### config.mk
export PLATFORM = sky130hd
export DESIGN_NAME = airspeed_sensor_conditioner_flat
export DESIGN_NICKNAME = d
export VERILOG_FILES = /design/src/sv/asc_pkg.sv /design/src/sv/asc_if.sv /design/src/sv/asc_mul.sv /design/src/sv/asc_div.sv /design/src/sv/asc_sqrt.sv /design/src/sv/airspeed_sensor_conditioner.sv /design/src/flat_wrapper.sv
export SDC_FILE = /design/constraint.sdc
export NUM_CORES = 2
export LEC_CHECK = 0
export ABC_CLOCK_PERIOD_IN_PS = 14000
export BUFFER_PORTS_ARGS = -buffer_cell sky130_fd_sc_hd__buf_2
export CORE_ASPECT_RATIO = 0.8
export CORE_MARGIN = 1.5
export CORE_UTILIZATION = 67
export CTS_CLUSTER_DIAMETER = 50
export DETAILED_ROUTE_END_ITERATION = 16
export GPL_ROUTABILITY_DRIVEN = 0
export HOLD_SLACK_MARGIN = 0.02
export PLACE_DENSITY = 0.86
export SKIP_LAST_GASP = 1
export SYNTH_ARGS = -nofsm -noshare
export SYNTH_HDL_FRONTEND = slang
export SYNTH_SLANG_ARGS = --single-unit
### constraint.sdc
create_clock -name clk -period 14 [get_ports clk]
set_input_delay 2.8 -clock clk [delete_from_list [all_inputs] [get_ports clk]]
set_output_delay 2.8 -clock clk [all_outputs]
set_load 0.02 [all_outputs]
### src/sv/asc_pkg.sv
// Shared types, widths and constants for the airspeed sensor conditioner.
// No dependencies; compiled first.
`default_nettype none
package asc_pkg;

  // field widths
  localparam int CODE_W  = 3;
  localparam int PRESS_W = 14;
  localparam int TEMP_W  = 11;
  localparam int STAT_W  = 2;
  localparam int DP_W    = 20;
  localparam int TK_W    = 15;
  localparam int CAS_W   = 18;
  localparam int TAS_W   = 19;
  localparam int CNT_W   = 12;
  localparam int SCALE_W = 14;

  // serial multiplier: A x B, one bit of B per cycle
  localparam int MUL_AW = 40;
  localparam int MUL_BW = 32;
  localparam int MUL_PW = MUL_AW + MUL_BW;
  localparam int MUL_CW = $clog2(MUL_BW);

  // serial restoring divider: one quotient bit per cycle
  localparam int DIV_NW = 56;
  localparam int DIV_DW = 24;
  localparam int DIV_CW = $clog2(DIV_NW);

  // serial square root: one root bit per cycle
  localparam int SQ_IW = 48;
  localparam int SQ_RW = SQ_IW / 2;
  localparam int SQ_CW = $clog2(SQ_RW);

  // read codes
  localparam logic [CODE_W-1:0] CODE_OK     = 3'd0;
  localparam logic [CODE_W-1:0] CODE_WARN_A = 3'd4;
  localparam logic [CODE_W-1:0] CODE_WARN_B = 3'd5;

  // status and alarm codes
  localparam logic [STAT_W-1:0] ST_MEASURED = 2'd0;
  localparam logic [STAT_W-1:0] ST_CALIB    = 2'd1;
  localparam logic [STAT_W-1:0] ST_FAIL     = 2'd2;
  localparam logic [1:0] ALARM_OK   = 2'd0;
  localparam logic [1:0] ALARM_WARN = 2'd1;
  localparam logic [1:0] ALARM_ERR  = 2'd2;

  // register indexes
  localparam logic [1:0] REG_PRESET = 2'd0;
  localparam logic [1:0] REG_NSAMP  = 2'd1;
  localparam logic [1:0] REG_SCALE  = 2'd2;

  localparam logic [CNT_W-1:0] NSAMP_MAX = 12'd4000;
  localparam logic [CNT_W-1:0] NSAMP_MIN = 12'd1;
  localparam logic [CNT_W-1:0] NSAMP_RST = 12'd400;
  localparam logic [SCALE_W-1:0] SCALE_RST = 14'd4096;

  // arithmetic constants
  localparam logic [20:0] DP_GAIN   = 21'd1103229;
  localparam logic [35:0] DP_RND    = 36'd32768;
  localparam logic [16:0] TK_GAIN   = 17'd64000;
  localparam logic [27:0] TK_OFS    = 28'd146177293;
  localparam logic [13:0] TK_DIVSR  = 14'd10235;
  localparam logic [20:0] P0_SIXT   = 21'd1621200;
  localparam logic [2:0]  SER_DIV0  = 3'd7;
  localparam logic [25:0] CAS_GAIN  = 26'd49865049;
  localparam logic [15:0] TAS_GAIN  = 16'd61772;
  localparam logic [40:0] CAS_RND   = 41'd2097152;
  localparam logic [56:0] TAS_RND   = 57'h10_0000_0000;
  localparam logic [4:0]  K_LAST    = 5'd16;

  typedef enum logic [4:0] {
    S_IDLE,
    S_DP_MUL,
    S_TK_MUL,
    S_TK_DIV,
    S_X_DIV,
    S_M1_DIV,
    S_SER_ACC,
    S_SER_MUL,
    S_SER_SCL,
    S_SER_DIV,
    S_SQ_Y,
    S_CAS_MUL,
    S_SC_MUL,
    S_SQ_T,
    S_G_MUL,
    S_TAS_MUL,
    S_DONE
  } state_t;

endpackage
`default_nettype wire

### src/sv/asc_if.sv
// Valid/ready channel interfaces for reading words and result words.
// Depends on asc_pkg.
`default_nettype none
interface asc_in_if;
  logic                         valid;
  logic                         ready;
  logic [asc_pkg::CODE_W-1:0]   read_code;
  logic [asc_pkg::PRESS_W-1:0]  pressure_counts;
  logic [asc_pkg::TEMP_W-1:0]   temperature_counts;
  modport source (output valid, read_code, pressure_counts, temperature_counts,
                  input ready);
  modport sink (input valid, read_code, pressure_counts, temperature_counts,
                output ready);
endinterface

interface asc_out_if;
  logic                        valid;
  logic                        ready;
  logic [asc_pkg::STAT_W-1:0]  status;
  logic [1:0]                  alarm_level;
  logic                        connected;
  logic signed [asc_pkg::DP_W-1:0] diff_pressure;
  logic [asc_pkg::TK_W-1:0]    temperature_kelvin;
  logic [asc_pkg::CAS_W-1:0]   calibrated_speed;
  logic [asc_pkg::TAS_W-1:0]   true_speed;
  logic                        zero_learned;
  logic [asc_pkg::PRESS_W-1:0] learned_zero_value;
  modport source (output valid, status, alarm_level, connected, diff_pressure,
                  temperature_kelvin, calibrated_speed, true_speed, zero_learned,
                  learned_zero_value, input ready);
  modport sink (input valid, status, alarm_level, connected, diff_pressure,
                temperature_kelvin, calibrated_speed, true_speed, zero_learned,
                learned_zero_value, output ready);
endinterface
`default_nettype wire

### src/sv/asc_mul.sv
// Bit-serial shift-add multiplier, one multiplier bit per cycle.
// Depends on asc_pkg.
`default_nettype none
module asc_mul (
  input  wire                         clk,
  input  wire                         rst_n,
  input  wire                         start,
  input  wire [asc_pkg::MUL_AW-1:0]   a,
  input  wire [asc_pkg::MUL_BW-1:0]   b,
  output logic                        done,
  output logic [asc_pkg::MUL_PW-1:0]  prod
);
  localparam int AW = asc_pkg::MUL_AW;
  localparam int BW = asc_pkg::MUL_BW;
  localparam int PW = asc_pkg::MUL_PW;
  localparam int CW = asc_pkg::MUL_CW;

  logic [AW-1:0] a_r;
  logic [PW-1:0] p_r;
  logic [CW-1:0] cnt_r;
  logic          busy_r;
  logic          done_r;
  logic [AW:0]   sum;

  always_comb begin
    sum = {1'b0, p_r[PW-1:BW]} + (p_r[0] ? {1'b0, a_r} : {(AW+1){1'b0}});
  end

  always_ff @(posedge clk) begin
    if (!rst_n) begin
      busy_r <= 1'b0;
      done_r <= 1'b0;
      cnt_r  <= '0;
    end else begin
      done_r <= 1'b0;
      if (busy_r) begin
        cnt_r <= cnt_r + 1'b1;
        if (cnt_r == CW'(BW - 1)) begin
          busy_r <= 1'b0;
          done_r <= 1'b1;
        end
      end else if (start) begin
        busy_r <= 1'b1;
        cnt_r  <= '0;
      end
    end
  end

  always_ff @(posedge clk) begin
    if (busy_r) begin
      p_r <= {sum, p_r[BW-1:1]};
    end else if (start) begin
      a_r <= a;
      p_r <= {{AW{1'b0}}, b};
    end
  end

  assign done = done_r;
  assign prod = p_r;
endmodule
`default_nettype wire

### src/sv/asc_div.sv
// Restoring divider, one quotient bit per cycle; the divisor is latched at start.
// Depends on asc_pkg.
`default_nettype none
module asc_div (
  input  wire                         clk,
  input  wire                         rst_n,
  input  wire                         start,
  input  wire [asc_pkg::DIV_NW-1:0]   num,
  input  wire [asc_pkg::DIV_DW-1:0]   den,
  output logic                        done,
  output logic [asc_pkg::DIV_NW-1:0]  quot
);
  localparam int NW = asc_pkg::DIV_NW;
  localparam int DW = asc_pkg::DIV_DW;
  localparam int CW = asc_pkg::DIV_CW;

  logic [NW-1:0] q_r;
  logic [DW-1:0] r_r;
  logic [DW-1:0] d_r;
  logic [CW-1:0] cnt_r;
  logic          busy_r;
  logic          done_r;
  logic [DW:0]   trial;
  logic [DW:0]   diff;
  logic          ge;

  always_comb begin
    trial = {r_r, q_r[NW-1]};
    diff  = trial - {1'b0, d_r};
    ge    = (trial >= {1'b0, d_r});
  end

  always_ff @(posedge clk) begin
    if (!rst_n) begin
      busy_r <= 1'b0;
      done_r <= 1'b0;
      cnt_r  <= '0;
    end else begin
      done_r <= 1'b0;
      if (busy_r) begin
        cnt_r <= cnt_r + 1'b1;
        if (cnt_r == CW'(NW - 1)) begin
          busy_r <= 1'b0;
          done_r <= 1'b1;
        end
      end else if (start) begin
        busy_r <= 1'b1;
        cnt_r  <= '0;
      end
    end
  end

  always_ff @(posedge clk) begin
    if (busy_r) begin
      q_r <= {q_r[NW-2:0], ge};
      r_r <= ge ? diff[DW-1:0] : trial[DW-1:0];
    end else if (start) begin
      q_r <= num;
      r_r <= '0;
      d_r <= den;
    end
  end

  assign done = done_r;
  assign quot = q_r;
endmodule
`default_nettype wire

### src/sv/asc_sqrt.sv
// Digit-by-digit integer square root, one root bit per cycle.
// Depends on asc_pkg.
`default_nettype none
module asc_sqrt (
  input  wire                        clk,
  input  wire                        rst_n,
  input  wire                        start,
  input  wire [asc_pkg::SQ_IW-1:0]   rad,
  output logic                       done,
  output logic [asc_pkg::SQ_RW-1:0]  root
);
  localparam int IW = asc_pkg::SQ_IW;
  localparam int RW = asc_pkg::SQ_RW;
  localparam int CW = asc_pkg::SQ_CW;
  localparam int MW = RW + 2;

  logic [IW-1:0] n_r;
  logic [MW-1:0] rem_r;
  logic [RW-1:0] root_r;
  logic [CW-1:0] cnt_r;
  logic          busy_r;
  logic          done_r;
  logic [MW+1:0] t;
  logic [MW+1:0] trial;
  logic [MW+1:0] diff;
  logic          ge;

  always_comb begin
    t     = {rem_r, n_r[IW-1:IW-2]};
    trial = {2'b00, root_r, 2'b01};
    diff  = t - trial;
    ge    = (t >= trial);
  end

  always_ff @(posedge clk) begin
    if (!rst_n) begin
      busy_r <= 1'b0;
      done_r <= 1'b0;
      cnt_r  <= '0;
    end else begin
      done_r <= 1'b0;
      if (busy_r) begin
        cnt_r <= cnt_r + 1'b1;
        if (cnt_r == CW'(RW - 1)) begin
          busy_r <= 1'b0;
          done_r <= 1'b1;
        end
      end else if (start) begin
        busy_r <= 1'b1;
        cnt_r  <= '0;
      end
    end
  end

  always_ff @(posedge clk) begin
    if (busy_r) begin
      n_r    <= {n_r[IW-3:0], 2'b00};
      rem_r  <= ge ? diff[MW-1:0] : t[MW-1:0];
      root_r <= {root_r[RW-2:0], ge};
    end else if (start) begin
      n_r    <= rad;
      rem_r  <= '0;
      root_r <= '0;
    end
  end

  assign done = done_r;
  assign root = root_r;
endmodule
`default_nettype wire

### src/sv/airspeed_sensor_conditioner.sv
// Airspeed sensor conditioner for a pitot differential-pressure probe. Takes one
// reading word (read code, 14-bit pressure count, 11-bit temperature count) and
// returns one result word. A failed read or a calibrating reading goes straight
// to the done state. A measured reading runs the pow(2/7) binomial series in 15
// update rounds, each using the shared bit-serial multiplier twice and the serial
// divider once, between a front end and the two square roots and the speed gains.
// One reading is in work at a time; the result sits in an output register, so the
// next reading is accepted while it waits. Registers over APB at 0x0 (preset
// zero point), 0x4 (calibration samples) and 0x8 (airspeed gain, Q2.12).
// Depends on asc_pkg, asc_if, asc_mul, asc_div, asc_sqrt.
`default_nettype none
module airspeed_sensor_conditioner #(
  parameter int FILTER_SHIFT_BITS = 5
) (
  input  wire         clk,
  input  wire         rst_n,
  asc_in_if.sink      in_ch,
  asc_out_if.source   out_ch,
  input  wire         psel,
  input  wire         penable,
  input  wire         pwrite,
  input  wire  [3:0]  paddr,
  input  wire  [31:0] pwdata,
  output logic [31:0] prdata,
  output logic        pready
);
  localparam int PW = asc_pkg::PRESS_W;
  localparam int FW = PW + FILTER_SHIFT_BITS;   // averaging filter width
  localparam int CW = asc_pkg::CNT_W;

  // ---------------- configuration registers ----------------
  logic [PW-1:0]                 preset_r;
  logic [CW-1:0]                 nsamp_r;
  logic [asc_pkg::SCALE_W-1:0]   scale_r;
  logic                          cfg_wr;

  assign pready = 1'b1;
  assign cfg_wr = psel && penable && pwrite;

  always_comb begin
    case (paddr[3:2])
      asc_pkg::REG_PRESET: prdata = 32'(preset_r);
      asc_pkg::REG_NSAMP:  prdata = 32'(nsamp_r);
      asc_pkg::REG_SCALE:  prdata = 32'(scale_r);
      default:             prdata = 32'd0;
    endcase
  end

  // ---------------- state ----------------
  asc_pkg::state_t state_r, state_nxt;
  logic            launch_r, launch_nxt;   // unit started for current state
  logic            out_valid_r;
  logic [CW-1:0]   calib_count_r;
  logic [FW-1:0]   avg_filter_r;
  logic [PW-1:0]   learned_zero_r;
  logic            learned_valid_r;

  // datapath
  logic [PW-1:0]   mag_r;
  logic            neg_r;
  logic [asc_pkg::TEMP_W-1:0] t_r;
  logic [18:0]     dmag_r;
  logic [28:0]     tkn_r;
  logic [asc_pkg::TK_W-1:0]   tk_r;
  logic [31:0]     x_r;
  logic [31:0]     m_r;
  logic [31:0]     y_r;
  logic [39:0]     pm_r;
  logic [4:0]      k_r;
  logic [23:0]     s_r;
  logic [33:0]     v_r;
  logic [39:0]     c_r;
  logic [15:0]     q_r;
  logic [15:0]     g_r;

  // held result word
  logic [asc_pkg::STAT_W-1:0] res_status_r;
  logic [1:0]      res_alarm_r;
  logic            res_conn_r;
  logic [asc_pkg::DP_W-1:0]  res_dp_r;
  logic [asc_pkg::TK_W-1:0]  res_tk_r;
  logic [asc_pkg::CAS_W-1:0] res_cas_r;
  logic [asc_pkg::TAS_W-1:0] res_tas_r;
  logic            res_zl_r;
  logic [PW-1:0]   res_lzv_r;

  // output register
  logic [asc_pkg::STAT_W-1:0] out_status_r;
  logic [1:0]      out_alarm_r;
  logic            out_conn_r;
  logic [asc_pkg::DP_W-1:0]  out_dp_r;
  logic [asc_pkg::TK_W-1:0]  out_tk_r;
  logic [asc_pkg::CAS_W-1:0] out_cas_r;
  logic [asc_pkg::TAS_W-1:0] out_tas_r;
  logic            out_zl_r;
  logic [PW-1:0]   out_lzv_r;

  // ---------------- shared serial units ----------------
  logic                         mul_start, div_start, sq_start;
  logic                         mul_done, div_done, sq_done;
  logic [asc_pkg::MUL_AW-1:0]   mul_a;
  logic [asc_pkg::MUL_BW-1:0]   mul_b;
  logic [asc_pkg::MUL_PW-1:0]   mul_p;
  logic [asc_pkg::DIV_NW-1:0]   div_n;
  logic [asc_pkg::DIV_DW-1:0]   div_d;
  logic [asc_pkg::DIV_NW-1:0]   div_q;
  logic [asc_pkg::SQ_IW-1:0]    sq_in;
  logic [asc_pkg::SQ_RW-1:0]    sq_root;

  asc_mul u_mul (.clk(clk), .rst_n(rst_n), .start(mul_start), .a(mul_a), .b(mul_b),
                 .done(mul_done), .prod(mul_p));
  asc_div u_div (.clk(clk), .rst_n(rst_n), .start(div_start), .num(div_n), .den(div_d),
                 .done(div_done), .quot(div_q));
  asc_sqrt u_sqrt (.clk(clk), .rst_n(rst_n), .start(sq_start), .rad(sq_in),
                   .done(sq_done), .root(sq_root));

  // ---------------- reading decode and calibration filter ----------------
  logic [PW-1:0]   cal_zp;
  logic [CW-1:0]   n_eff;
  logic [FW-1:0]   f_upd;
  logic [FW-1:0]   f_seed;
  logic [CW-1:0]   cnt_inc;
  logic            cal_finish;
  logic [PW-1:0]   lz_new;
  logic [PW:0]     dsub;
  logic            accept;
  logic            rd_fail;
  logic            out_free;

  always_comb begin
    cal_zp = (preset_r != '0) ? preset_r : (learned_valid_r ? learned_zero_r : '0);
    if (nsamp_r < asc_pkg::NSAMP_MIN)      n_eff = asc_pkg::NSAMP_MIN;
    else if (nsamp_r > asc_pkg::NSAMP_MAX) n_eff = asc_pkg::NSAMP_MAX;
    else                                   n_eff = nsamp_r;
    f_seed     = FW'(in_ch.pressure_counts) << FILTER_SHIFT_BITS;
    f_upd      = avg_filter_r - (avg_filter_r >> FILTER_SHIFT_BITS)
                 + FW'(in_ch.pressure_counts);
    cnt_inc    = calib_count_r + 1'b1;
    cal_finish = (calib_count_r != '0) && (cnt_inc > n_eff);
    lz_new     = f_upd[FW-1:FILTER_SHIFT_BITS];
    dsub       = {1'b0, in_ch.pressure_counts} - {1'b0, cal_zp};
    accept     = (state_r == asc_pkg::S_IDLE) && in_ch.valid;
    rd_fail    = (in_ch.read_code != asc_pkg::CODE_OK);
    out_free   = !out_valid_r || out_ch.ready;
  end

  // ---------------- sequencer ----------------
  // ser_* coefficients of the binomial series: (7k-2) and (7k+7)
  logic [7:0]      k7;
  logic [6:0]      coef_num, coef_den;
  logic            use_mul, use_div, use_sq, unit_done;
  asc_pkg::state_t after;

  always_comb begin
    k7       = ({3'b000, k_r} << 3) - {3'b000, k_r};
    coef_num = 7'(k7 - 8'd2);
    coef_den = 7'(k7 + 8'd7);
  end

  always_comb begin
    state_nxt  = state_r;
    launch_nxt = launch_r;
    mul_start  = 1'b0;
    div_start  = 1'b0;
    sq_start   = 1'b0;
    mul_a      = '0;
    mul_b      = '0;
    div_n      = '0;
    div_d      = '0;
    sq_in      = '0;
    use_mul    = 1'b0;
    use_div    = 1'b0;
    use_sq     = 1'b0;
    after      = state_r;
    case (state_r)
      asc_pkg::S_IDLE: begin
        if (in_ch.valid) begin
          if (rd_fail || cal_zp == '0) state_nxt = asc_pkg::S_DONE;
          else                         state_nxt = asc_pkg::S_DP_MUL;
        end
      end
      asc_pkg::S_DP_MUL: begin
        use_mul = 1'b1;
        mul_a   = 40'(asc_pkg::DP_GAIN);
        mul_b   = 32'(mag_r);
        after   = asc_pkg::S_TK_MUL;
      end
      asc_pkg::S_TK_MUL: begin
        use_mul = 1'b1;
        mul_a   = 40'(asc_pkg::TK_GAIN);
        mul_b   = 32'(t_r);
        after   = asc_pkg::S_TK_DIV;
      end
      asc_pkg::S_TK_DIV: begin
        use_div = 1'b1;
        div_n   = 56'(tkn_r);
        div_d   = 24'(asc_pkg::TK_DIVSR);
        after   = asc_pkg::S_X_DIV;
      end
      asc_pkg::S_X_DIV: begin
        use_div = 1'b1;
        div_n   = {5'b00000, dmag_r, 32'd0};
        div_d   = 24'(asc_pkg::P0_SIXT);
        after   = asc_pkg::S_M1_DIV;
      end
      asc_pkg::S_M1_DIV: begin
        use_div = 1'b1;
        div_n   = {23'd0, x_r, 1'b0};
        div_d   = 24'(asc_pkg::SER_DIV0);
        after   = asc_pkg::S_SER_ACC;
      end
      asc_pkg::S_SER_ACC: begin
        state_nxt = (k_r == asc_pkg::K_LAST) ? asc_pkg::S_SQ_Y : asc_pkg::S_SER_MUL;
      end
      asc_pkg::S_SER_MUL: begin
        use_mul = 1'b1;
        mul_a   = 40'(m_r);
        mul_b   = x_r;
        after   = asc_pkg::S_SER_SCL;
      end
      asc_pkg::S_SER_SCL: begin
        use_mul = 1'b1;
        mul_a   = pm_r;
        mul_b   = 32'(coef_num);
        after   = asc_pkg::S_SER_DIV;
      end
      asc_pkg::S_SER_DIV: begin
        use_div = 1'b1;
        div_n   = 56'(pm_r);
        div_d   = 24'(coef_den);
        after   = asc_pkg::S_SER_ACC;
      end
      asc_pkg::S_SQ_Y: begin
        use_sq = 1'b1;
        sq_in  = {y_r[27:0], 20'd0};
        after  = asc_pkg::S_CAS_MUL;
      end
      asc_pkg::S_CAS_MUL: begin
        use_mul = 1'b1;
        mul_a   = 40'(asc_pkg::CAS_GAIN);
        mul_b   = 32'(s_r);
        after   = asc_pkg::S_SC_MUL;
      end
      asc_pkg::S_SC_MUL: begin
        use_mul = 1'b1;
        mul_a   = 40'(v_r);
        mul_b   = 32'(scale_r);
        after   = asc_pkg::S_SQ_T;
      end
      asc_pkg::S_SQ_T: begin
        use_sq = 1'b1;
        sq_in  = {17'd0, tk_r, 16'd0};
        after  = asc_pkg::S_G_MUL;
      end
      asc_pkg::S_G_MUL: begin
        use_mul = 1'b1;
        mul_a   = 40'(asc_pkg::TAS_GAIN);
        mul_b   = 32'(q_r);
        after   = asc_pkg::S_TAS_MUL;
      end
      asc_pkg::S_TAS_MUL: begin
        use_mul = 1'b1;
        mul_a   = c_r;
        mul_b   = 32'(g_r);
        after   = asc_pkg::S_DONE;
      end
      asc_pkg::S_DONE: begin
        if (out_free) state_nxt = asc_pkg::S_IDLE;
      end
      default: state_nxt = asc_pkg::S_IDLE;
    endcase

    // launch the unit once, then wait for its done pulse
    unit_done = (use_mul && mul_done) || (use_div && div_done) || (use_sq && sq_done);
    if (use_mul || use_div || use_sq) begin
      if (!launch_r) begin
        mul_start  = use_mul;
        div_start  = use_div;
        sq_start   = use_sq;
        launch_nxt = 1'b1;
      end else if (unit_done) begin
        launch_nxt = 1'b0;
        state_nxt  = after;
      end
    end
  end

  logic fire;
  assign fire = launch_r && unit_done;

  // ---------------- control registers ----------------
  always_ff @(posedge clk) begin
    if (!rst_n) begin
      state_r         <= asc_pkg::S_IDLE;
      launch_r        <= 1'b0;
      out_valid_r     <= 1'b0;
      preset_r        <= '0;
      nsamp_r         <= asc_pkg::NSAMP_RST;
      scale_r         <= asc_pkg::SCALE_RST;
      calib_count_r   <= '0;
      avg_filter_r    <= '0;
      learned_zero_r  <= '0;
      learned_valid_r <= 1'b0;
    end else begin
      state_r  <= state_nxt;
      launch_r <= launch_nxt;
      if (state_r == asc_pkg::S_DONE && out_free) out_valid_r <= 1'b1;
      else if (out_ch.ready)                       out_valid_r <= 1'b0;
      if (cfg_wr) begin
        case (paddr[3:2])
          asc_pkg::REG_PRESET: preset_r <= pwdata[PW-1:0];
          asc_pkg::REG_NSAMP:  nsamp_r  <= pwdata[CW-1:0];
          asc_pkg::REG_SCALE:  scale_r  <= pwdata[asc_pkg::SCALE_W-1:0];
          default: ;
        endcase
      end
      // calibration filter runs on good readings with no zero point
      if (accept && !rd_fail && cal_zp == '0) begin
        if (calib_count_r == '0) begin
          avg_filter_r  <= f_seed;
          calib_count_r <= CW'(1);
        end else begin
          avg_filter_r <= f_upd;
          if (cal_finish) begin
            learned_zero_r  <= lz_new;
            learned_valid_r <= 1'b1;
            calib_count_r   <= '0;
          end else begin
            calib_count_r <= cnt_inc;
          end
        end
      end
    end
  end

  // ---------------- datapath registers ----------------
  logic [35:0] dp_sum;
  logic [40:0] cas_sum;
  logic [56:0] tas_sum;
  logic [32:0] y_add;

  always_comb begin
    dp_sum  = {1'b0, mul_p[34:0]} + asc_pkg::DP_RND;
    cas_sum = {1'b0, mul_p[47:8]} + asc_pkg::CAS_RND;
    tas_sum = {1'b0, mul_p[55:0]} + asc_pkg::TAS_RND;
    y_add   = {1'b0, y_r} + {1'b0, m_r};
  end

  always_ff @(posedge clk) begin
    case (state_r)
      asc_pkg::S_IDLE: begin
        if (in_ch.valid) begin
          mag_r <= dsub[PW] ? PW'(-dsub) : dsub[PW-1:0];
          neg_r <= dsub[PW];
          t_r   <= in_ch.temperature_counts;
          res_dp_r  <= '0;
          res_tk_r  <= '0;
          res_cas_r <= '0;
          res_tas_r <= '0;
          res_zl_r  <= 1'b0;
          res_lzv_r <= '0;
          if (rd_fail) begin
            res_status_r <= asc_pkg::ST_FAIL;
            res_conn_r   <= 1'b0;
            res_alarm_r  <= (in_ch.read_code == asc_pkg::CODE_WARN_A ||
                             in_ch.read_code == asc_pkg::CODE_WARN_B)
                            ? asc_pkg::ALARM_WARN : asc_pkg::ALARM_ERR;
          end else if (cal_zp == '0) begin
            res_status_r <= asc_pkg::ST_CALIB;
            res_conn_r   <= 1'b1;
            res_alarm_r  <= asc_pkg::ALARM_WARN;
            if (cal_finish) begin
              res_zl_r  <= 1'b1;
              res_lzv_r <= lz_new;
            end
          end else begin
            res_status_r <= asc_pkg::ST_MEASURED;
            res_conn_r   <= 1'b1;
            res_alarm_r  <= asc_pkg::ALARM_OK;
          end
        end
      end
      asc_pkg::S_DP_MUL: if (fire) dmag_r <= dp_sum[34:16];
      asc_pkg::S_TK_MUL: if (fire) tkn_r <= 29'(mul_p[26:0]) + 29'(asc_pkg::TK_OFS);
      asc_pkg::S_TK_DIV: if (fire) tk_r <= div_q[asc_pkg::TK_W-1:0];
      asc_pkg::S_X_DIV:  if (fire) x_r <= div_q[31:0];
      asc_pkg::S_M1_DIV: begin
        if (fire) begin
          m_r <= div_q[31:0];
          y_r <= '0;
          k_r <= 5'd1;
        end
      end
      asc_pkg::S_SER_ACC: begin
        // odd terms add, even terms subtract with a floor at zero
        if (k_r[0]) y_r <= y_add[31:0];
        else        y_r <= (y_r >= m_r) ? (y_r - m_r) : '0;
      end
      asc_pkg::S_SER_MUL: if (fire) pm_r <= mul_p[71:32];
      asc_pkg::S_SER_SCL: if (fire) pm_r <= mul_p[39:0];
      asc_pkg::S_SER_DIV: begin
        if (fire) begin
          m_r <= div_q[31:0];
          k_r <= k_r + 1'b1;
        end
      end
      asc_pkg::S_SQ_Y:    if (fire) s_r <= sq_root;
      asc_pkg::S_CAS_MUL: if (fire) v_r <= mul_p[49:16];
      asc_pkg::S_SC_MUL: begin
        if (fire) begin
          c_r       <= mul_p[47:8];
          res_cas_r <= cas_sum[40] ? {asc_pkg::CAS_W{1'b1}} : cas_sum[39:22];
        end
      end
      asc_pkg::S_SQ_T:  if (fire) q_r <= sq_root[15:0];
      asc_pkg::S_G_MUL: if (fire) g_r <= mul_p[31:16];
      asc_pkg::S_TAS_MUL: begin
        if (fire) begin
          res_tas_r <= tas_sum[56] ? {asc_pkg::TAS_W{1'b1}} : tas_sum[55:37];
          res_tk_r  <= tk_r;
          res_dp_r  <= neg_r ? (20'd0 - {1'b0, dmag_r}) : {1'b0, dmag_r};
        end
      end
      asc_pkg::S_DONE: begin
        if (out_free) begin
          out_status_r <= res_status_r;
          out_alarm_r  <= res_alarm_r;
          out_conn_r   <= res_conn_r;
          out_dp_r     <= res_dp_r;
          out_tk_r     <= res_tk_r;
          out_cas_r    <= res_cas_r;
          out_tas_r    <= res_tas_r;
          out_zl_r     <= res_zl_r;
          out_lzv_r    <= res_lzv_r;
        end
      end
      default: ;
    endcase
  end

  assign in_ch.ready               = (state_r == asc_pkg::S_IDLE);
  assign out_ch.valid              = out_valid_r;
  assign out_ch.status             = out_status_r;
  assign out_ch.alarm_level        = out_alarm_r;
  assign out_ch.connected          = out_conn_r;
  assign out_ch.diff_pressure      = out_dp_r;
  assign out_ch.temperature_kelvin = out_tk_r;
  assign out_ch.calibrated_speed   = out_cas_r;
  assign out_ch.true_speed         = out_tas_r;
  assign out_ch.zero_learned       = out_zl_r;
  assign out_ch.learned_zero_value = out_lzv_r;
endmodule
`default_nettype wire

### src/flat_wrapper.sv
// flat-port wrapper written by rule: the top's interface ports become plain ports
module airspeed_sensor_conditioner_flat 
#(
  parameter int FILTER_SHIFT_BITS = 5
)
  (clk, rst_n, psel, penable, pwrite, paddr, pwdata, prdata, pready, in_ch_valid, in_ch_read_code, in_ch_pressure_counts, in_ch_temperature_counts, in_ch_ready, out_ch_valid, out_ch_status, out_ch_alarm_level, out_ch_connected, out_ch_diff_pressure, out_ch_temperature_kelvin, out_ch_calibrated_speed, out_ch_true_speed, out_ch_zero_learned, out_ch_learned_zero_value, out_ch_ready);
  asc_in_if in_ch_i ();
  asc_out_if out_ch_i ();
  input  wire clk;
  input  wire rst_n;
  input  wire psel;
  input  wire penable;
  input  wire pwrite;
  input  wire  [3:0] paddr;
  input  wire  [31:0] pwdata;
  output logic [31:0] prdata;
  output logic pready;
  input wire logic [$bits(in_ch_i.valid)-1:0] in_ch_valid;
  input wire logic [$bits(in_ch_i.read_code)-1:0] in_ch_read_code;
  input wire logic [$bits(in_ch_i.pressure_counts)-1:0] in_ch_pressure_counts;
  input wire logic [$bits(in_ch_i.temperature_counts)-1:0] in_ch_temperature_counts;
  output wire logic [$bits(in_ch_i.ready)-1:0] in_ch_ready;
  output wire logic [$bits(out_ch_i.valid)-1:0] out_ch_valid;
  output wire logic [$bits(out_ch_i.status)-1:0] out_ch_status;
  output wire logic [$bits(out_ch_i.alarm_level)-1:0] out_ch_alarm_level;
  output wire logic [$bits(out_ch_i.connected)-1:0] out_ch_connected;
  output wire logic [$bits(out_ch_i.diff_pressure)-1:0] out_ch_diff_pressure;
  output wire logic [$bits(out_ch_i.temperature_kelvin)-1:0] out_ch_temperature_kelvin;
  output wire logic [$bits(out_ch_i.calibrated_speed)-1:0] out_ch_calibrated_speed;
  output wire logic [$bits(out_ch_i.true_speed)-1:0] out_ch_true_speed;
  output wire logic [$bits(out_ch_i.zero_learned)-1:0] out_ch_zero_learned;
  output wire logic [$bits(out_ch_i.learned_zero_value)-1:0] out_ch_learned_zero_value;
  input wire logic [$bits(out_ch_i.ready)-1:0] out_ch_ready;
  assign in_ch_i.valid = in_ch_valid;
  assign in_ch_i.read_code = in_ch_read_code;
  assign in_ch_i.pressure_counts = in_ch_pressure_counts;
  assign in_ch_i.temperature_counts = in_ch_temperature_counts;
  assign in_ch_ready = in_ch_i.ready;
  assign out_ch_valid = out_ch_i.valid;
  assign out_ch_status = out_ch_i.status;
  assign out_ch_alarm_level = out_ch_i.alarm_level;
  assign out_ch_connected = out_ch_i.connected;
  assign out_ch_diff_pressure = out_ch_i.diff_pressure;
  assign out_ch_temperature_kelvin = out_ch_i.temperature_kelvin;
  assign out_ch_calibrated_speed = out_ch_i.calibrated_speed;
  assign out_ch_true_speed = out_ch_i.true_speed;
  assign out_ch_zero_learned = out_ch_i.zero_learned;
  assign out_ch_learned_zero_value = out_ch_i.learned_zero_value;
  assign out_ch_i.ready = out_ch_ready;
  airspeed_sensor_conditioner #(.FILTER_SHIFT_BITS(FILTER_SHIFT_BITS)) u_core (.clk(clk), .rst_n(rst_n), .in_ch(in_ch_i), .out_ch(out_ch_i), .psel(psel), .penable(penable), .pwrite(pwrite), .paddr(paddr), .pwdata(pwdata), .prdata(prdata), .pready(pready));
endmodule
---- Yosys cells after proc, flatten, opt, wreduce, memory -nomap -nowiden ----
Cells that the tools add are included.
operators by class
  reduce and logical (&&, ||, !) cells .... 69
  divide/modulo/power cells ............... 0
  shift operators ......................... 0
  muxes and demuxes ....................... 99
  multipliers ............................. 0
  equal/unequal tests ..................... 32
  add/subtract/negate cells ............... 22
  bitwise operators ....................... 5
  order comparisons ....................... 6
operator list
  cell                      count
  $pmux W40 S8              1
  $pmux W32 S8              1
  $pmux W51 S4              1
  $mux W72                  2
  $mux W24                  5
  $mux W40                  3
  $mux W56                  2
  $mux W32                  3
  $mux W48                  2
  $pmux W48 S2              1
  $pmux W21 S4              1
  $pmux W40 S2              1
  $mux W26                  3
  $mux W19                  4
  $pmux W5 S13              1
  $pmux W32 S2              1
  $mux W20                  3
  $mux W5                   12
  $add A56 B37 Y57 const B  1
  $mux W18                  3
  $mux W12                  4
  $mux W14                  3
  $pmux W14 S3              1
  $reduce_and A2 Y1         21
  66 further kinds          153
word-level totals
  bits in latches ......................... 0
  register bits ........................... 973
  memories ................................ 0
  logic and storage cells ................. 295
  ROM bits ................................ 0
  RAM bits ................................ 0

---- Logic depth before layout (Yosys ltp) ----
  depth after elaboration ................. 10
  mapped depth ............................ 21
  depth with buffers taken out ............ 19

---- Cells and area by module ----
Synthesis repeated with hierarchy kept, for this count alone.
second synthesis, totals
  cells, all modules ...................... 4605
  area, all modules ....................... 51212.9 um2
by module, submodules not included
  module                       cells an instance  area an instance (um2)  sequential area each (um2)  instances
  airspeed_sensor_conditioner  3019               32645.1                 18197.5                     1
  asc_mul                      606                6841.6                  3503.4                      1
  asc_div                      505                6135.9                  3283.1                      1
  asc_sqrt                     475                5590.4                  3062.9                      1

---- Worst setup path before layout ----
OpenSTA, ideal clock, no wires.
  path type ............................... input to register
  start point ............................. input out_ch_ready
  end point ............................... register u_core.out_alarm_r[0], in the netlist u_core.out_ch.alarm_level[0], enable pin
  slack ................................... 6.440 ns
  path buffers ............................ 0
  data arrival time ....................... 7.006 ns
  setup time .............................. 0.554 ns
  stages .................................. 2
  cells stage by stage .................... nand2b_1 nor2b_1
on the way
  word-level cells in the longest chain between the ends .. 2
RTL lines
  what                         RTL line                            text
  start: declaration           flat_wrapper.sv:33                  input wire logic [$bits(out_ch_i.ready)-1:0] out_ch_ready;
  $logic_or A1 B1 Y1           airspeed_sensor_conditioner.sv:144  out_free = !out_valid_r || out_ch.ready;
  $reduce_and A2 Y1 (no line)  -
  end signal: assignment       airspeed_sensor_conditioner.sv:427  out_alarm_r <= res_alarm_r;
  end: declaration             airspeed_sensor_conditioner.sv:89   logic [1:0] out_alarm_r;
Every way passes these cells.
A chain may end at the register's enable or synchronous reset.

---- Final worst setup path ----
  start point ............................. input paddr[3]
  end point ............................... output prdata[2]
on the way
  word-level cells in the longest chain between the ends .. 2
  elaborated cells on any way between the ends .. 4
  classes of those cells .................. eq/ne: 2; mux: 1; reduce/logical: 1
RTL lines
  what                                  RTL line                           text
  start: declaration                    flat_wrapper.sv:14                 input wire [3:0] paddr;
  $eq A2 B2 Y1 (tied with other cells)  airspeed_sensor_conditioner.sv:41  case (paddr[3:2])
  $pmux W14 S3 (*)                      airspeed_sensor_conditioner.sv:41
  end: declaration                      flat_wrapper.sv:16                 output logic [31:0] prdata;
Every way passes the cells marked *; elsewhere a longest branch is shown, timed or not.

==> flow_summary.toml <==
[global_route]
grt_pass1_vias = 35350
grt_max_degree = 92
track_usage_pct = 36.25
grt_pass1_wl_um = 206500
grt.overflow.total = 0
antenna_found_initial = 11

[sta]
max_freq_mhz = 139.3
fin_skew_ps = 37.40
drv_slew = 0
post-route-min-period_ps = 7177
finalCritPeriodShare_pct = 51.26
timing.setup.tns_ps = 0
worst_pin_slew_ps = 1254
finalSetupViolCount = 0
finalHoldViolCount = 0
maxSlewHeadroom_pct = 16.19
fin_ws_ps = 6823
rsz0062_at_grt = "false"

[power]
combPwrFrac_pct = 4.3
p_per_area_nw_per_um2 = 110.8
peakVddDrop_mv = 0.09440
internal_power_w = 0.004575
pwr-share-clk_pct = 43.3
switching_share_pct = 22.64
p_sw_w = 0.001339
cellLeakagePower_nw = 20.17
pwr-share-seq_pct = 52.4

[yosys]
yosys.area.top_type_share_pct = 51.08
synth_compound_area_share_pct = 14.15
synthFlopType = "edfxtp_1"
synthesis.instances = 4494
yosysTopAreaCell = "edfxtp_1"
synth.most_common_cell = "edfxtp_1"
synthArstFlopShare_pct = 0
syn_avg_cell_area_um2 = 10.83
ys_seq_area_share_pct = 55.81
ys_types = 90
synthTopCellsByArea = "edfxtp_1 (51%), ha_1 (5.2%), dfxtp_1 (4.7%)"
synth_top_family_by_area = "compound AO/OA/AOI/OAI gates"
synth_fa_ha_area_share_pct = 6.064
synthMuxAreaShare_pct = 1.152
ys_ff_latch = 943
synth_common_cells = "edfxtp_1 (828), nand2_1 (530), nor2_1 (340)"
synth_xor_area_share_pct = 4.859
synth_edf_count = 828
netlist_area_um2 = 48670
synth-simple-area-share_pct = 13.78
ys_warn_count = 0

[floorplan]
die_w_um = 304.3
core_area_um2 = 72010
row_count = 88
io_pins = 198
dieHeight_um = 244.1
die_area_um2 = 74280
initial_core_util_pct = 67.59

[run_status]
status = "finished clean"

[clock_network]
path_clk_slew_ps = 60
cts_buffer_depth = 3
numCtsBuffers = 94
clock_latency_ps = 700
htreeDepth = 3
postCtsResizedCells = 0
holdBufCountCts = 0
cts_tree = "yes"
ctsRootBufferMaster = "clkbuf_16"
postCtsSetupBuffers = 0
cts_sinks = 943

[hold_path]
worst_hold_path_type = "register to register"
min_path_cells = 0

[critical_path]
crit_type = "primary input to primary output"
end_kind = "primary output"
path_depth = 5
path_common_cell = "buf_2"
required_ps = 11200
reg2reg_slack_ps = 8220
path_buf_inv = 2
crit_arrival_ps = 4380
cp_slowest_stage_delay_ps = 830
critPathTopFamily = "simple AND/OR/NAND/NOR gates"
crit_chain = "buf_2 -> nor2b_1 -> nand2_1 -> o21ai_0 -> buf_2"
critPathSlowestCell = "nor2b_1"
startpoint_type = "primary input"
rr_worst_depth = 18
critPathMaxFanout = 19

[drt]
postRouteAntennaNets = 0
drc = 0
wire_per_inst_um = 24.56
first_pass_iters = 12
drt_iter0_drc = 6354
via_per_inst = 6.732
vias = 37735
wl_um = 137600

[run]
drv_cap = 0

[final_layout]
fin_util_pct = 74.15
nets = 4863
drive_gt1_share_pct = 9.331
synthToLayoutAreaGrowth_pct = 9.699

[place]
dp_hpwl_um = 91480
port_buffers = 158
preCtsSetupSlack_ps = 6891
==> cell type report <==
| class | instances | area [µm²] |
|---|---|---|
| Multi-Input combinational cell | 3060 | 19710 |
| Clock buffer | 120 | 2585 |
| Inverter | 256 | 963.4 |
| Sequential cell | 943 | 27170 |
| Tap cell | 945 | 1182 |
| Clock inverter | 57 | 539.3 |
| Fill cell | 4472 | 18620 |
| Antenna cell | 9 | 22.52 |
| Timing Repair Buffer | 215 | 1219 |
==> sequential cells by signal, summed over array words and instances, names as in the netlist, 20 cells and up <==
name                         flops
u_core.u_div.quot               56
u_core.u_sqrt.root              24
u_core.c_r                      40
u_core.v_r                      34
u_core.res_dp_r                 20
u_core.u_div.r_r                24
u_core.pm_r                     40
u_core.u_mul.prod               72
u_core.tkn_r                    29
u_core.s_r                      24
u_core.m_r                      32
u_core.y_r                      32
u_core.u_mul.a_r                40
u_core.out_ch.diff_pressure     20
u_core.u_sqrt.n_r               32
u_core.x_r                      32
u_core.u_sqrt.rem_r             26
==> power groups by stage <==
stage	logic [W]	clock network [W]	registers, W
3_3_place_gp	0.000235	0	0.00316
2_1_floorplan	0.000156	0	0.00317
3_5_place_dp	0.000243	0	0.00316
5_1_grt	0.000270	0.00267	0.00310
6_report	0.000252	0.00256	0.00310
4_1_cts	0.000246	0.00256	0.00310
==> worst register-to-register path, stage by stage (launching register included) <==
cell	delay, ps
dfxtp_1	390
nor4_4	470
nor3b_1	360
nor4b_2	700
a21o_1	230
ha_1	190
fa_1	230
and2b_2	240
o21ai_0	240
or3b_1	370
a221o_1	390
nand2_1	100
xnor2_1	180
or3b_2	490
nor3_1	210
nor3b_2	270
a31oi_1	150
mux2i_1	160
xnor2_1	140
==> logic make-up (layout without fill, tap and decap cells) <==
logic type,after synthesis,after routing
AO/OA/AOI/OAI,1064,1064
XOR/XNOR,270,270
adder cells (fa/ha/maj),225,225
buffers and inverters,508,648
flip-flops,943,943
multiplexers,56,56
other,2,28
AND/OR/NAND/NOR,1426,1426
==> cells in the final DEF, fill, tap and decap left out, types with 17 or more instances in the layout <==
cell,count
edfxtp_1,828
nand2_1,530
nor2_1,331
a21oi_1,328
inv_1,250
o21ai_0,205
ha_1,203
buf_2,158
xnor2_1,154
xor2_1,116
dfxtp_1,113
clkbuf_16,98
a22oi_1,85
nand3_1,83
and2_1,83
nor3_1,73
a21o_1,73
buf_4,57
mux2i_1,56
nor2b_1,55
a22o_1,49
a211oi_1,49
and3_1,44
nand2b_1,43
nand4_1,43
o21a_1,31
a31oi_1,26
o21bai_1,26
or3_1,24
o31ai_1,19
fa_1,19
conb_1,19
a221o_1,18
a222oi_1,17
clkbuf_1,17
==> final timing paths <==
kind | end | startpoint
setup / recovery | prdata[2] | paddr[3]
hold / removal | u_core.out_ch.true_speed[6] | u_core.res_tas_r[6]
setup reg to reg | u_core.mag_r[13] | u_core.preset_r[13]
hold reg to reg | u_core.out_ch.true_speed[6] | u_core.res_tas_r[6]
==> per-layer routing <==
layer / track usage [%] / vias up / wire length (µm)
met5: 0 / - / 18
met4: 15.75 / 4 / 6860
met3: 13.28 / 509 / 23530
met2: 52.60 / 3107 / 57830
met1: 49.21 / 17694 / 49390
li1: - / 16421 / -
==> metrics by stage <==
step	std cells	area, µm²	hold slack [ps]	power [W]
CTS	5596	53360	418.2	0.005903
finish	5605	53390	415.0	0.005914
global placement	5419	50240	401.6	0.003393
detailed placement	5419	50240	404.5	0.003402
global route	5601	53380	422.4	0.006043
floorplan	4511	48740	400.3	0.003322
Note: power is estimated with default switching activity, not from simulation.
